**config.mk**
```make
export PLATFORM = sky130hd
export DESIGN_NAME = socks5_udp_header_deframer
export DESIGN_NICKNAME = d
export VERILOG_FILES = /design/src/rtl/s5udp_pkg.sv /design/src/rtl/socks5_udp_header_deframer.sv
export SDC_FILE = /design/constraint.sdc
export NUM_CORES = 1
export LEC_CHECK = 0
export BUFFER_PORTS_ARGS = -buffer_cell sky130_fd_sc_hd__buf_2
export CAP_MARGIN = 20
export CORE_ASPECT_RATIO = 0.8
export CORE_MARGIN = 1
export CORE_UTILIZATION = 55
export CTS_CLUSTER_DIAMETER = 120
export CTS_CLUSTER_SIZE = 25
export DETAILED_ROUTE_END_ITERATION = 8
export PLACE_DENSITY = 0.77
export SLEW_MARGIN = 10
export SYNTH_ARGS = -nofsm -noshare
export SYNTH_HDL_FRONTEND = slang
export SYNTH_SLANG_ARGS = --single-unit
```
**constraint.sdc**
```tcl
create_clock -name clk_i -period 5.1 [get_ports clk_i]
set_input_delay 0.255 -clock clk_i [delete_from_list [all_inputs] [get_ports clk_i]]
set_output_delay 0.255 -clock clk_i [all_outputs]
set_load 0.02 [all_outputs]
```
**src/rtl/s5udp_pkg.sv**
```systemverilog
// Package for the SOCKS5 UDP header deframer: byte roles, status codes and
// the fixed header offsets of the SOCKS5 UDP request header.
// No dependencies.
`timescale 1ns / 1ps
`default_nettype none

package s5udp_pkg;

  // Role of one byte within the datagram
  typedef enum logic [2:0] {
    KindRsv     = 3'd0,
    KindFrag    = 3'd1,
    KindAtyp    = 3'd2,
    KindAddr    = 3'd3,
    KindHlen    = 3'd4,
    KindPort    = 3'd5,
    KindPayload = 3'd6,
    KindDrop    = 3'd7
  } byte_kind_e;

  // Status reported with the final byte
  typedef enum logic [2:0] {
    StOk    = 3'd0,
    StShort = 3'd1,
    StFrag  = 3'd2,
    StAtyp  = 3'd3,
    StV4    = 3'd4,
    StHlen  = 3'd5,
    StHost  = 3'd6,
    StV6    = 3'd7
  } status_e;

  // Address type codes
  localparam logic [7:0] AtypIpv4 = 8'd1;
  localparam logic [7:0] AtypName = 8'd3;
  localparam logic [7:0] AtypIpv6 = 8'd4;

  // Header offsets and minimum lengths
  localparam int unsigned PosFrag     = 2;
  localparam int unsigned PosAtyp     = 3;
  localparam int unsigned HdrMin      = 4;
  localparam int unsigned HdrV4       = 10;
  localparam int unsigned HdrV6       = 22;
  localparam int unsigned HdrNameBase = 7;
  localparam int unsigned V4AddrBytes = 4;
  localparam int unsigned V6AddrBytes = 16;
  localparam int unsigned PortBytes   = 2;

endpackage

`default_nettype wire

```
**src/rtl/socks5_udp_header_deframer.sv**
```systemverilog
// SOCKS5 UDP header deframer top level: tags each datagram byte by its role
// and reports header status on the final byte. Depends on s5udp_pkg.
`timescale 1ns / 1ps
`default_nettype none

// Channel | Direction | Handshake                 | Payload
// in      | input     | in_valid_i / in_ready_o   | in_byte_i, in_last_i
// out     | output    | out_valid_o / out_ready_i | out_byte_o, byte_kind_o,
//         |           |                           | field_index_o, out_last_o, status_o
//
// One byte per cycle while the result register is not held by a low out_ready_i:
// each transfer in is classified by a position compare and lands in the result register.
// The result register holds while out_ready_i is low; in_ready_o is high
// whenever that register is empty or is being taken in the same cycle.
// Reset clears the byte position, latched address type, hostname length and
// error; the same state is cleared after every final byte.
module socks5_udp_header_deframer
  import s5udp_pkg::*;
#(
  parameter int unsigned MAX_DATAGRAM_BYTES = 65535
) (
  input  wire logic       clk_i,
  input  wire logic       rst_ni,
  input  wire logic       in_valid_i,
  output logic            in_ready_o,
  input  wire logic [7:0] in_byte_i,
  input  wire logic       in_last_i,
  output logic            out_valid_o,
  input  wire logic       out_ready_i,
  output logic [7:0]      out_byte_o,
  output logic [2:0]      byte_kind_o,
  output logic [7:0]      field_index_o,
  output logic            out_last_o,
  output logic [2:0]      status_o
);

  // Position counter width, and a compare width that also covers the longest
  // hostname header even when the position saturates low.
  localparam int unsigned PosW = $clog2(MAX_DATAGRAM_BYTES + 1);
  localparam int unsigned CmpW = (PosW > 9) ? PosW + 1 : 10;
  localparam logic [PosW-1:0] PosMax = PosW'(MAX_DATAGRAM_BYTES);

  logic [PosW-1:0] pos_q, pos_d;
  logic [7:0]      atyp_q, atyp_d;
  logic [7:0]      hlen_q, hlen_d;
  logic [2:0]      err_q, err_d;

  logic            out_valid_q;
  logic [7:0]      out_byte_q;
  byte_kind_e      kind_q, kind_d;
  logic [7:0]      idx_q, idx_d;
  logic            out_last_q;
  status_e         status_q, status_d;

  logic            in_xfer;
  logic [CmpW-1:0] p_w, n_w, hlen_w, addr_end, port_end, diff;
  logic [7:0]      hlen_cur;

  assign in_ready_o = !out_valid_q || out_ready_i;
  assign in_xfer    = in_valid_i && in_ready_o;

  // Byte classification and header state update
  always_comb begin
    atyp_d   = atyp_q;
    hlen_d   = hlen_q;
    err_d    = err_q;
    kind_d   = KindPayload;
    idx_d    = 8'd0;
    diff     = '0;
    p_w      = CmpW'(pos_q);
    n_w      = p_w + CmpW'(1);
    hlen_cur = (atyp_q == AtypName && p_w == CmpW'(HdrMin)) ? in_byte_i : hlen_q;
    hlen_w   = CmpW'(hlen_cur);

    // Address and port boundaries for the latched address type
    if (atyp_q == AtypName) begin
      addr_end = CmpW'(HdrMin + 1) + hlen_w;
    end else if (atyp_q == AtypIpv4) begin
      addr_end = CmpW'(HdrMin + V4AddrBytes);
    end else begin
      addr_end = CmpW'(HdrMin + V6AddrBytes);
    end
    port_end = addr_end + CmpW'(PortBytes);

    if (err_q != 3'd0) begin
      kind_d = KindDrop;
    end else if (p_w < CmpW'(PosFrag)) begin
      kind_d = KindRsv;
    end else if (p_w == CmpW'(PosFrag)) begin
      kind_d = KindFrag;
      if (in_byte_i != 8'd0) err_d = StFrag;
    end else if (p_w == CmpW'(PosAtyp)) begin
      kind_d = KindAtyp;
      atyp_d = in_byte_i;
      if (in_byte_i != AtypIpv4 && in_byte_i != AtypName && in_byte_i != AtypIpv6) begin
        err_d = StAtyp;
      end
    end else begin
      hlen_d = hlen_cur;
      if (atyp_q == AtypName && p_w == CmpW'(HdrMin)) begin
        kind_d = KindHlen;
      end else if (p_w < addr_end) begin
        kind_d = KindAddr;
        diff   = (atyp_q == AtypName) ? p_w - CmpW'(HdrMin + 1) : p_w - CmpW'(HdrMin);
        idx_d  = diff[7:0];
      end else if (p_w < port_end) begin
        kind_d = KindPort;
        diff   = p_w - addr_end;
        idx_d  = diff[7:0];
      end
    end

    // Final byte status, formed from the state as updated by this byte
    status_d = StOk;
    if (in_last_i) begin
      if (n_w < CmpW'(HdrMin)) begin
        status_d = StShort;
      end else if (err_d != 3'd0) begin
        status_d = status_e'(err_d);
      end else if (atyp_d == AtypIpv4) begin
        status_d = (n_w < CmpW'(HdrV4)) ? StV4 : StOk;
      end else if (atyp_d == AtypIpv6) begin
        status_d = (n_w < CmpW'(HdrV6)) ? StV6 : StOk;
      end else if (n_w < CmpW'(HdrMin + 1)) begin
        status_d = StHlen;
      end else begin
        status_d = (n_w < CmpW'(HdrNameBase) + hlen_w) ? StHost : StOk;
      end
    end

    // Next position: clear after the final byte, else count and saturate
    if (in_last_i) begin
      pos_d  = '0;
      atyp_d = 8'd0;
      hlen_d = 8'd0;
      err_d  = 3'd0;
    end else if (pos_q < PosMax) begin
      pos_d = pos_q + PosW'(1);
    end else begin
      pos_d = pos_q;
    end
  end

  // Header state registers
  always_ff @(posedge clk_i or negedge rst_ni) begin
    if (!rst_ni) begin
      pos_q  <= '0;
      atyp_q <= 8'd0;
      hlen_q <= 8'd0;
      err_q  <= 3'd0;
    end else if (in_xfer) begin
      pos_q  <= pos_d;
      atyp_q <= atyp_d;
      hlen_q <= hlen_d;
      err_q  <= err_d;
    end
  end

  // Result register valid
  always_ff @(posedge clk_i or negedge rst_ni) begin
    if (!rst_ni) begin
      out_valid_q <= 1'b0;
    end else if (in_ready_o) begin
      out_valid_q <= in_valid_i;
    end
  end

  // Result register payload
  always_ff @(posedge clk_i) begin
    if (in_xfer) begin
      out_byte_q <= in_byte_i;
      kind_q     <= kind_d;
      idx_q      <= idx_d;
      out_last_q <= in_last_i;
      status_q   <= status_d;
    end
  end

  assign out_valid_o   = out_valid_q;
  assign out_byte_o    = out_byte_q;
  assign byte_kind_o   = kind_q;
  assign field_index_o = idx_q;
  assign out_last_o    = out_last_q;
  assign status_o      = status_q;

  // Status is only reported on the final byte
  a_status_only_last: assert property (@(posedge clk_i) disable iff (!rst_ni)
    out_valid_q && !out_last_q |-> status_q == StOk)
    else $error("status set on a non-final byte");

  // Field index is only used inside address and port fields
  a_idx_fields: assert property (@(posedge clk_i) disable iff (!rst_ni)
    out_valid_q && kind_q != KindAddr && kind_q != KindPort |-> idx_q == 8'd0)
    else $error("field index outside address or port field");

  // Port field is two bytes long
  a_port_idx: assert property (@(posedge clk_i) disable iff (!rst_ni)
    out_valid_q && kind_q == KindPort |-> idx_q < 8'd2)
    else $error("port index out of range");

  // A dropped final byte carries a latched error
  a_drop_status: assert property (@(posedge clk_i) disable iff (!rst_ni)
    out_valid_q && out_last_q && kind_q == KindDrop |-> status_q == StFrag ||
      status_q == StAtyp || status_q == StShort)
    else $error("dropped final byte without error status");

  // State is cleared after the final byte
  a_clear_after_last: assert property (@(posedge clk_i) disable iff (!rst_ni)
    in_xfer && in_last_i |=> pos_q == '0 && err_q == 3'd0 && atyp_q == 8'd0)
    else $error("state not cleared after final byte");

endmodule

`default_nettype wire

```
* Word-level counts from Yosys, hierarchy flattened
Index checks and enable logic that the tools add are counted.
** Operators by class
- $add $sub $neg :: 8
- Magnitude comparators :: 9
- Eq/ne operators :: 14
- Mux-type cells :: 39
- Bitwise operators :: 1
- Reduce and logical (&&, ||, !) cells :: 14
** Operators with widths (number)
- $mux 8 :: 14
- $mux 3 :: 19
- $lt 17x3->1 const B :: 2
- $eq 16x2->1 const B :: 2
- $mux 16 :: 2
- $add 3x8->9 const A :: 2
- $add 16x1->17 const B :: 1
- $add 17x2->17 const B :: 1
- $lt 16x17->1 :: 1
- $lt 17x4->1 const B :: 1
- $lt 17x5->1 const B :: 1
- $lt 17x9->1 :: 1
- $add 16x1->16 const B :: 1
- $eq 16x3->1 const B :: 1
- $eq 8x1->1 const B :: 2
- $lt 16x16->1 const B :: 1
- $lt 16x2->1 const B :: 1
- $lt 16x9->1 :: 1
- $sub 8x3->8 const B :: 2
- $mux 9 :: 1
- $eq 8x2->1 const B :: 1
- $eq 8x3->1 const B :: 1
- $ne 2x2->1 const B :: 4
- $ne 8x1->1 const B :: 1
- 17 further kinds :: 21
** Storage, ports and cells
- Register bits :: 59
- Input bits :: 13
- Output and inout port bits :: 25
- Word-level logic and storage cells :: 96

* Longest topological paths before layout
Gate-level depths: netlist of the first run.
- Word-level depth :: 13
- Mapped depth :: 23
- Depth with buffers taken out :: 23

* Worst setup path before layout of the first run
OpenSTA, ideal clock, no wires.
- Path kind :: register -> register
- From :: reg pos_q[3]
- To :: reg kind_q[1] (netlist: byte_kind_o[1]) (data pin)
- Library setup time :: 0.152 ns
- Data arrival time :: 4.713 ns
- Data required time :: 4.948 ns
- Setup slack :: 0.234 ns
- Stages on the path, launching flop included :: 22
- Path buffers :: 0
- Period minus slack after synthesis :: 4.866 ns
- Cell sequence :: dfrtp_1 inv_1 ha_1 and3b_1 nand4_2 nor2_2 mux2i_1 inv_1 ha_1 or4_4 nand3_1 nand4_1 or2_2 xnor2_1 ha_1 o21a_1 nor2_1 a211o_1 and4_1 and2_1 o22a_2 o21ai_0
** On the way
- Longest elaborated chain between the ends :: 13
- Elaborated cells between the ends (all ways) :: 17
- Classes of those cells :: add/sub: 2; order compare: 3; eq/ne: 3; mux: 8; reduce/logical: 1
** Ends and longest elaborated chain
- start, declared :: RTL line socks5_udp_header_deframer.sv:43 : logic [PosW-1:0] pos_q, pos_d;
- start signal, assigned :: RTL line socks5_udp_header_deframer.sv:152 : pos_q <= pos_d;
- $eq 16x3->1 :: RTL line socks5_udp_header_deframer.sv:72, socks5_udp_header_deframer.sv:100
- $logic_and 1x1->1 :: RTL line socks5_udp_header_deframer.sv:72, socks5_udp_header_deframer.sv:100
- $mux 8 :: RTL line socks5_udp_header_deframer.sv:72 : hlen_cur = (atyp_q == AtypName && p_w == CmpW'(HdrMin)) ? in_byte_i : hlen_q;
- $add 3x8->9 :: RTL line socks5_udp_header_deframer.sv:77 : addr_end = CmpW'(HdrMin + 1) + hlen_w;
- $mux 9 :: RTL line socks5_udp_header_deframer.sv:76 : if (atyp_q == AtypName) begin
- $add 17x2->17 :: RTL line socks5_udp_header_deframer.sv:83 : port_end = addr_end + CmpW'(PortBytes);
- $lt 16x17->1 :: RTL line socks5_udp_header_deframer.sv:106 : end else if (p_w < port_end) begin
- $mux 2 :: RTL line socks5_udp_header_deframer.sv:106
- $mux 3 :: RTL line socks5_udp_header_deframer.sv:102 : end else if (p_w < addr_end) begin
- $mux 3 :: RTL line socks5_udp_header_deframer.sv:100 : if (atyp_q == AtypName && p_w == CmpW'(HdrMin)) begin
- $mux 3 :: RTL line socks5_udp_header_deframer.sv:92 : end else if (p_w == CmpW'(PosAtyp)) begin
- $mux 3 :: RTL line socks5_udp_header_deframer.sv:89 : end else if (p_w == CmpW'(PosFrag)) begin
- $mux 3 * :: RTL line socks5_udp_header_deframer.sv:87 : end else if (p_w < CmpW'(PosFrag)) begin
- end signal, assigned :: RTL line socks5_udp_header_deframer.sv:172 : kind_q <= kind_d;
- end, declared :: RTL line socks5_udp_header_deframer.sv:50 : byte_kind_e kind_q, kind_d;
Every way passes the cells marked *; elsewhere a longest branch is shown, timed or not.
A chain may end at the register's enable or synchronous reset.

* Worst setup path in the final report of the first run
- From :: reg pos_q[12]
- To :: reg kind_q[1] (netlist: byte_kind_o[1]) (data pin)
The elaborated chain is that of the path after synthesis.

==> results of run 1 <==
-- layout make-up --
| class | count | area [um2] |
|---|---|---|
| Timing Repair Buffer | 66 | 403 |
| Clock buffer | 9 | 124 |
| Tap cell | 112 | 140 |
| Inverter | 20 | 75.1 |
| Clock inverter | 7 | 61.3 |
| Fill cell | 724 | 3070 |
| Multi-Input combinational cell | 458 | 3120 |
| Sequential cell | 59 | 1590 |
-- placed cells by master, fill, tap and decap left out, types with 5 or more instances in the layout --
cell type	synthesis	routed
nor3_1	18	18
mux2i_1	9	8
ha_1	35	35
a21oi_1	31	31
a21o_1	5	5
o21ai_0	43	42
a22o_1	17	17
dfrtp_1	36	34
or2_2	5	5
a31oi_1	11	11
clkbuf_8	2	9
buf_2	4	37
nand3_1	14	14
o21a_1	6	6
nor2b_1	7	7
and3_1	8	8
edfxtp_1	23	23
buf_4	1	29
nor2_1	53	53
nand2_1	59	59
nand2b_1	5	5
nand4_1	11	11
xnor2_1	21	21
xor2_1	16	16
inv_1	19	19
-- worst max-delay path by stage --
stage                     startpoint                        endpoint  slack [ns]  cells after the start
2_1_floorplan   pos_q[3]$_DFFE_PN0P_    byte_kind_o[1]$_SDFFCE_PP1P_        0.23                     21
3_3_place_gp   atyp_q[3]$_DFFE_PN0P_  field_index_o[1]$_SDFFCE_PP0P_        0.35                     19
3_5_place_dp   atyp_q[3]$_DFFE_PN0P_    byte_kind_o[1]$_SDFFCE_PP1P_        0.10                     19
4_1_cts        atyp_q[3]$_DFFE_PN0P_    byte_kind_o[1]$_SDFFCE_PP1P_         0.1                     19
5_1_grt        pos_q[12]$_DFFE_PN0P_    byte_kind_o[1]$_SDFFCE_PP1P_       0.006                     19
6_report       pos_q[12]$_DFFE_PN0P_    byte_kind_o[1]$_SDFFCE_PP1P_        0.22                     19
-- flip-flops by register name, indices dropped and copies added, names as in the netlist --
signal	cells
pos_q	16
status_o	3
hlen_q	8
out_valid_o	1
err_q	3
out_byte_o	8
atyp_q	8
out_last_o	1
field_index_o	8
byte_kind_o	3
-- cells by family after synthesis --
family                     Yosys count
DFF                                 59
xor gates and xnor gates            37
adders and majority gates           37
muxes                               13
and+or+nand+nor                    222
other                                1
AOI/OAI and AO/OA                  148
buffers and inverters               44
-- stage by stage --
stage / total power [mW] / cell area (um2) / util, %
6_report: 1.20 / 5520 / 64.2
5_1_grt: 1.24 / 5520 / 64.2
4_1_cts: 1.19 / 5470 / 63.7
3_5_place_dp: 0.789 / 5290 / 61.5
3_3_place_gp: 0.785 / 5290 / 61.5
2_1_floorplan: 0.702 / 4940 / -
-- layer usage --
metal	track usage [%]	share of wire, %	vias to the layer above
met3	5.56	8.8	37
met2	49.1	44	244
met5	0	0	-
met1	43.6	44	2174
met4	13.2	2.6	0
li1	-	-	2172
-- power by group through the flow --
stage,Sequential (mW),Clock (mW),Combinational (mW)
after floorplan,0.569,0,0.133
after global placement,0.543,0,0.242
after detailed placement,0.543,0,0.245
after CTS,0.534,0.411,0.247
after global routing,0.537,0.430,0.275
final,0.534,0.411,0.250
-- what timing repair did --
action                                  in CTS  in global routing
endpoints found under the setup margin       0                  6
resized for setup                            0                  6
setup buffers                                0                  5
==> metrics.cfg, run 1 <==
[setup_path]
cpMaxStageDelayCell = or4_4
rr_worst_depth = 19
cp.arrival_ns = 5.05
timing.rr.start = pos_q[12]$_DFFE_PN0P_
cp_max_fo = 8
rrSetupSlack_ns = 0.22
crit_chain = nor4_4 -> nand4_2 -> nor2_4 -> mux2i_2 -> inv_1 -> ha_1 -> or4_4 -> nand3_1 -> nand4_1 -> or2_2 -> xnor2_1 -> ha_1 -> o21a_1 -> nor2_1 -> a211o_1 -> and4_1 -> and2_2 -> o22a_2 -> o21ai_0
crit_type = flip-flop to flip-flop
worstPathRequired_ns = 5.27
crit_buf_inv = 1
worst_path_most_repeated_cell = ha_1
critPathLaunchType = flip-flop
reg2reg_to = byte_kind_o[1]$_SDFFCE_PP1P_
max_stage_delay_ns = 0.55
cp-end-kind = flip-flop
path_delay_family = simple AND/OR/NAND/NOR gates

[synthesis]
synth-edff-count = 23
yosys-top-cells-area = dfrtp_1, edfxtp_1, ha_1
synth-simple-area-share_pct = 24.1
ys_seq_elements = 59
synth_compound_area_share_pct = 19.8
ys_seq_area_share_pct = 32.2
syn_area_per_cell_um2 = 8.80
synthesis.nets = 611
synth_cells = 561
synth_warnings = 0
synth-async-reset-ratio_pct = 61.0
yosys-top-cells-count = nand2_1, nor2_1, o21ai_0
synth_area_um2 = 4940
synth_top_family_by_area = simple AND/OR/NAND/NOR gates
yosysTopAreaCellShare_pct = 18.2
ys.flop_type = dfrtp_1
synth-adder-area-share_pct = 9.68
ys_types = 75
synth_xor_xnor_area_share_pct = 6.56
yosysMostFrequentCell = nand2_1
synthMuxAreaShare_pct = 2.89
synth_top_cell_by_area = dfrtp_1

[cts]
clock_latency_ns = 0.36
cts_tree = built
numCtsBuffers = 9
holdBufCountCts = 0
ctsLongestPathBuffers = 2
clk_pin_slew_ns = 0.08
cts_num_sinks = 59
cts-root-buf = clkbuf_8
htree_levels = 3

[routing]
dr_total_vias = 4627
wl_per_cell_um = 19.2
avgViaCountPerCell = 6.33
drt-pass1-iter-count = 5
drc = 0
drt_iter0_markers = 303
final_antenna_net_count = 0
wl_um = 14000

[power_and_ir_drop]
leakage_nw = 2.51
powerDensity_nw_per_um2 = 217
p_switching_mw = 0.402
vdd_drop_max_uv = 128
p_int_mw = 0.794
p_sw_share_pct = 33.6
p_comb_share_pct = 21.0
seqPwrFrac_pct = 44.7
clkPwrFrac_pct = 34.4

[outcome]
status = finished, final reports clean

[floorplanning]
core_area_um2 = 8600
rows = 30
die_w_um = 108
initial_core_util_pct = 57.5
dieArea_um2 = 9360
pin_count = 38
fp.dieH_um = 86.8

[placement]
dp_hpwl_um = 10500
numPortBuffers = 37
place_ws_ns = 0.101
gp_congestion = 0.990
place_inst = 710

[timing]
clock.fmax_mhz = 205
fin_hold_ws_ns = 0.00473
setup_tns_ns = 0
slew_violations = 0
tightest_slew_ns = 0.926
period_needed_ns = 4.88
finalHoldViolCount = 0
finalSetupViolations = 0
rsz0062_at_grt = no
fin_crit_sh_pct = 95.6
slew_headroom_pct = 37.8
fin_ws_ns = 0.222
skew_ns = 0.0130

[global_route]
antenna_found_initial = 0
grt-ovfl-total = 0
grt_start_max_net_pins = 37
grt_pass1_vias = 4448
grt_use_total_pct = 31.7
grt_first_pass_wirelength_um = 22500

[finish]
num_antenna_cells = 0
area_growth_pct = 11.8
fin_nets = 664
layout-drive-gt1-share_pct = 18.7
final_cells = 731

[run]
cap_violations = 0

[worst_hold_path]
hp-class = input pin to async pin

(Power assumes the default switching activity.)
==> run 2, diff against run 1 <==
- ABC_AREA: default -> 1
==> run 2 against run 1 <==
Against the previous run:
- highest routed layer unchanged
- sequential share of layout area decreased by 0.32 points
- sequential power increased by 4.7%
- first-iteration DRC count increased by 53%
- power increased by 25%
==> metrics.cfg, run 2 <==
[finish]
num_antenna_cells = 0
mostFrequentLayoutCell = nand2_1
largest_reg_flops = 16
fin_nets = 776
area_growth_pct = 11.3
num-fill-cells = 765
regMostFlops = pos_q
stdcell_area_um2 = 5580
layout_common_cells = nand2_1, inv_1, nor2_1, nand3_1, buf_2
layout-drive-gt1-share_pct = 14.6

[synthesis]
synth-async-reset-ratio_pct = 61.0
ys_seq_area_share_pct = 31.8
synth-edff-count = 23
synth_cells = 683
yosys-top-cells-count = nand2_1, inv_1, nor2_1
synth_area_um2 = 5010
synth_warnings = 0
syn_area_per_cell_um2 = 7.34
ys_seq_elements = 59
yosysTopAreaCellShare_pct = 18.0
synth_top_cell_by_area = dfrtp_1
yosysMostFrequentCell = nand2_1
ys.flop_type = dfrtp_1
synthesis.nets = 733
ys_types = 47
yosys-top-cells-area = dfrtp_1, edfxtp_1, nand2_1

[worst_hold_path]
hp-class = input pin to async pin

[routing]
wl_per_cell_um = 16.1
drt_iter0_markers = 465
drc = 0
wl_um = 13600
avgViaCountPerCell = 5.80
dr_total_vias = 4889
final_antenna_net_count = 0
drt-pass1-iter-count = 5

[timing]
skew_ns = 0.00571
period_needed_ns = 4.71
tightest_slew_ns = 0.939
fin_crit_sh_pct = 92.4
finalHoldViolCount = 0
fin_hold_ws_ns = 0.0641
finalSetupViolations = 0
slew_violations = 0
rsz0062_at_grt = no
slew_headroom_pct = 37.4
clock.fmax_mhz = 212
fin_ws_ns = 0.388
setup_tns_ns = 0

[placement]
gp_congestion = 0.955
placed_cell_area_um2 = 5310
numPortBuffers = 37
dp_hpwl_um = 10500
place_ws_ns = 0.512

[power_and_ir_drop]
vdd_drop_max_uv = 191
powerDensity_nw_per_um2 = 267
leakage_nw = 2.79

[floorplanning]
pin_count = 38
fp.dieH_um = 87.4
initial_core_util_pct = 57.8
die_w_um = 109
core_area_um2 = 8670
rows = 30
dieArea_um2 = 9500

[cts]
numCtsBuffers = 9
htree_levels = 3
cts-root-buf = clkbuf_16
cts_tree = built
clk_pin_slew_ns = 0.06
holdBufCountCts = 0
cts_num_sinks = 59
postCtsSetupBuffers = 0
ctsLongestPathBuffers = 2
clock_latency_ns = 0.34
cts-resized-gates = 0

[global_route]
grt-ovfl-total = 0
grt_pass1_vias = 4515
grt_start_max_net_pins = 37
grt_use_total_pct = 30.5
grt_first_pass_wirelength_um = 22000
antenna_found_initial = 0

[setup_path]
cp-end-kind = flip-flop
crit_type = flip-flop to flip-flop
critPathLaunchType = flip-flop
cp.arrival_ns = 4.89
cp_max_fo = 11
worstPathRequired_ns = 5.28

[outcome]
status = finished, final reports clean

[run]
cap_violations = 0

==> run 2: path summary, 6_finish.rpt <==
kind	startpoint	slack [ns]	endpoint	cells after the start
min reg2reg	out_valid_o$_DFFE_PN0N_	0.53	out_valid_o$_DFFE_PN0N_	2
min in group clk_i	in_byte_i[7]	0.11	out_byte_o[7]$_DFFE_PP_	1
min	rst_ni	0.06	hlen_q[2]$_DFFE_PN0P_	1
max in group asynchronous	rst_ni	4.45	err_q[0]$_DFFE_PN0P_	1
max reg2reg	pos_q[3]$_DFFE_PN0P_	0.39	field_index_o[0]$_SDFFCE_PP0P_	25
max	pos_q[3]$_DFFE_PN0P_	0.39	field_index_o[0]$_SDFFCE_PP0P_	25
==> run 2: layout make-up <==
class                      instances  area [um2]  area share (%)
multi-input combinational        517        3000            53.8
inverter                         100         375            6.73
clock inverter                     6        31.3           0.561
timing repair buffer              39         200            3.59
sequential                        59        1590            28.5
clock buffer                      10         239            4.29
tap                              112         140            2.51
==> run 2: logic make-up (layout without fill, tap and decap cells) <==
kind of cell	after synthesis	after routing	share of synthesized area [%]
and+or+nand+nor	362	362	35.2
buffers and inverters	107	155	8.41
AOI/OAI and AO/OA	98	98	11.7
DFF	59	59	31.8
adders and majority gates	37	37	9.54
xor gates and xnor gates	19	19	3.32
other	1	1	0.0748
==> run 2: per-stage QoR <==
step	utilization, %	power, mW	std cells
finish	64.3	1.49	843
global placement	61.2	0.927	827
detailed placement	61.2	0.936	827
CTS	64.3	1.49	843
global route	64.3	1.56	843
floorplan	-	0.829	683
==> run 2: report_power, final <==
| part | total (mW) | switching (mW) | internal [mW] |
|---|---|---|---|
| registers | 0.559 | 0.0179 | 0.542 |
| clock network | 0.554 | 0.219 | 0.335 |
| logic | 0.375 | 0.260 | 0.115 |
| total | 1.49 | 0.497 | 0.992 |
==> run 2: worst max-delay path: stages (launching register included) <==
cell	delay, ns
dfrtp_1	0.47
inv_1	0.24
ha_1	0.21
nand2_1	0.09
nor2_4	0.29
nand3_4	0.17
nand2_1	0.13
nand2_2	0.11
ha_1	0.21
inv_1	0.07
nand2_1	0.05
nand3_1	0.10
inv_1	0.06
nor2_1	0.14
inv_1	0.06
ha_1	0.25
xor2_1	0.18
ha_1	0.29
a21oi_1	0.13
o21ai_0	0.09
nand4_1	0.07
o211ai_1	0.12
nand4_1	0.12
nand3_1	0.34
or2_2	0.41
a21oi_1	0.15
==> run 2: layer usage <==
metal	GRT usage, %	part of all wire [%]
met5	0	0
met4	8.72	1.9
met3	6.06	9.8
met2	47.4	44
met1	42.8	45
==> run 3, diff against run 2 <==
- PLACE_DENSITY: 0.77 -> 0.74
- clock period: 5.1 -> 4.85 ns (I/O delays scaled with it)
==> run 3 against run 2 <==
Against the previous run:
- sequential cell count unchanged
- global-route usage increased by 0.30 points
- power increased by 9.2%
- utilization increased by 0.53 points
- critical path depth unchanged
- register-to-register slack got worse by 0.05 ns
- setup slack got worse by 0.051 ns
- cell area increased by 0.83%
- clock power increased by 15%
- critical endpoint is now field_index_o[7]$_SDFFCE_PP0P_
- highest routed layer unchanged
==> metrics.cfg, run 3 (synthesis results as in run 2) <==
[outcome]
status = finished, final reports clean

[setup_path]
crit_start = pos_q[3]$_DFFE_PN0P_
cp_max_fo = 11
critPathLaunchType = flip-flop
worstPathRequired_ns = 5.02
cp-end-kind = flip-flop
crit_type = flip-flop to flip-flop
timing.rr.start = pos_q[3]$_DFFE_PN0P_
cp.arrival_ns = 4.69

[routing]
final_antenna_net_count = 0
dr_total_vias = 4787
wl_per_cell_um = 16.2
drc = 0
top_layer_used = met4
wl_met3_um = 1190
wl_met1_um = 6360
wl_um = 13600
drt-pass1-iter-count = 5
avgViaCountPerCell = 5.67
drt_iter0_markers = 401
met2_length_um = 5880

[cts]
ctsLongestPathBuffers = 2
clk_pin_slew_ns = 0.05
postCtsSetupBuffers = 0
numCtsBuffers = 9
htree_levels = 3
cts_tree = built
cts-root-buf = clkbuf_16
cts_num_sinks = 59
clock_latency_ns = 0.33

[floorplanning]
pin_count = 38
core_area_um2 = 8670
dieArea_um2 = 9500
initial_core_util_pct = 57.8
fp.dieH_um = 87.4
die_w_um = 109
rows = 30

[global_route]
antenna_found_initial = 0
grt_use_total_pct = 30.8
grt_pass1_vias = 4459
grt_first_pass_wirelength_um = 22300
grt_start_max_net_pins = 37
grt-ovfl-total = 0

[timing]
clock.fmax_mhz = 222
tightest_slew_ns = 0.901
slew_violations = 0
period_needed_ns = 4.51
setup_tns_ns = 0
skew_ns = 0.00614
fin_hold_ws_ns = 0.0463
fin_crit_sh_pct = 93.1
finalHoldViolCount = 0
finalSetupViolations = 0
fin_ws_ns = 0.336
slew_headroom_pct = 40.0

[finish]
fin_nets = 777
mostFrequentLayoutCell = nand2_1
num-fill-cells = 751
area_growth_pct = 12.2
num_antenna_cells = 0
regMostFlops = pos_q
largest_reg_flops = 16
layout_common_cells = nand2_1, inv_1, nor2_1, nand3_1, buf_2
layout-drive-gt1-share_pct = 15.0

[worst_hold_path]
hp-class = input pin to async pin

[power_and_ir_drop]
leakage_nw = 2.82
p_total_mw = 1.62
vdd_drop_max_uv = 340
powerDensity_nw_per_um2 = 289

[placement]
place_ws_ns = 0.269
numPortBuffers = 37
dp_hpwl_um = 10600
gp_congestion = 0.964

[run]
cap_violations = 0

run 3: changes by cell type in the layout (fill, tap and decap cells not counted), sizes merged:
| cell | change |
|---|---|
| buf | +1 |
| clkbuf | +5 |
| clkinvlp | -2 |
| clkinv | -3 |
run 3: power by group:
group	total [mW]	internal, mW	switching (mW)
registers	0.589	0.570	0.0197
clock network	0.636	0.418	0.218
logic	0.400	0.123	0.276
run 3: metrics by stage:
step / cells / utilization [%] / instance area [um2]
6_report: 844 / 64.8 / 5620
5_1_grt: 844 / 64.8 / 5620
4_1_cts: 844 / 64.8 / 5620
3_5_place_dp: 828 / 61.3 / 5310
3_3_place_gp: 828 / 61.3 / 5310
2_1_floorplan: 683 / - / 5010
run 3: worst paths after layout:
path / endpoint / cells after the start / slack (ns)
max: field_index_o[7]$_SDFFCE_PP0P_ / 25 / 0.34
min: pos_q[5]$_DFFE_PN0P_ / 1 / 0.05
min reg2reg: out_valid_o$_DFFE_PN0N_ / 2 / 0.52
min in group clk_i: out_byte_o[7]$_DFFE_PP_ / 1 / 0.11
max reg2reg: field_index_o[7]$_SDFFCE_PP0P_ / 25 / 0.34
max in group asynchronous: err_q[0]$_DFFE_PN0P_ / 1 / 4.24
run 3: cell type report:
class / instances / area (um2) / share of cell area [%]
clock buffers: 15 / 299 / 5.32
clock inverters: 1 / 5.00 / 0.0890
inverters: 100 / 375 / 6.68
multi-input cells: 517 / 3000 / 53.4
flip-flops and latches: 59 / 1590 / 28.3
well taps: 112 / 140 / 2.49
repair buffers: 40 / 208 / 3.69
run 3: worst max-delay path, stage by stage (launching register included):
cell	delay, ns
dfrtp_1	0.46
inv_1	0.23
ha_1	0.21
nand2_1	0.09
nor2_4	0.31
nand3_4	0.19
nand2_1	0.15
nand2_2	0.11
ha_1	0.21
inv_1	0.07
nand2_1	0.05
nand3_1	0.09
inv_1	0.06
nor2_1	0.13
inv_1	0.06
ha_1	0.24
xor2_1	0.18
ha_1	0.29
a21oi_1	0.13
o21ai_0	0.09
nand4_1	0.08
o211ai_1	0.09
nand4_1	0.13
nand3_2	0.20
or2_2	0.34
a21oi_1	0.14
run 3: per-layer routing:
layer	GRT usage, %	up-vias
li1	-	2365
met1	44.2	2218
met2	46.2	186
met3	6.88	18
met4	8.48	0
met5	0	-
run 3: repair_timing:
| item | 4_1_cts | 5_1_grt |
|---|---|---|
| hold endpoints to repair | 0 | 0 |
| gates resized for setup | 0 | 1 |
| hold buffers | 0 | 0 |
| endpoints found under the setup margin | 0 | 7 |
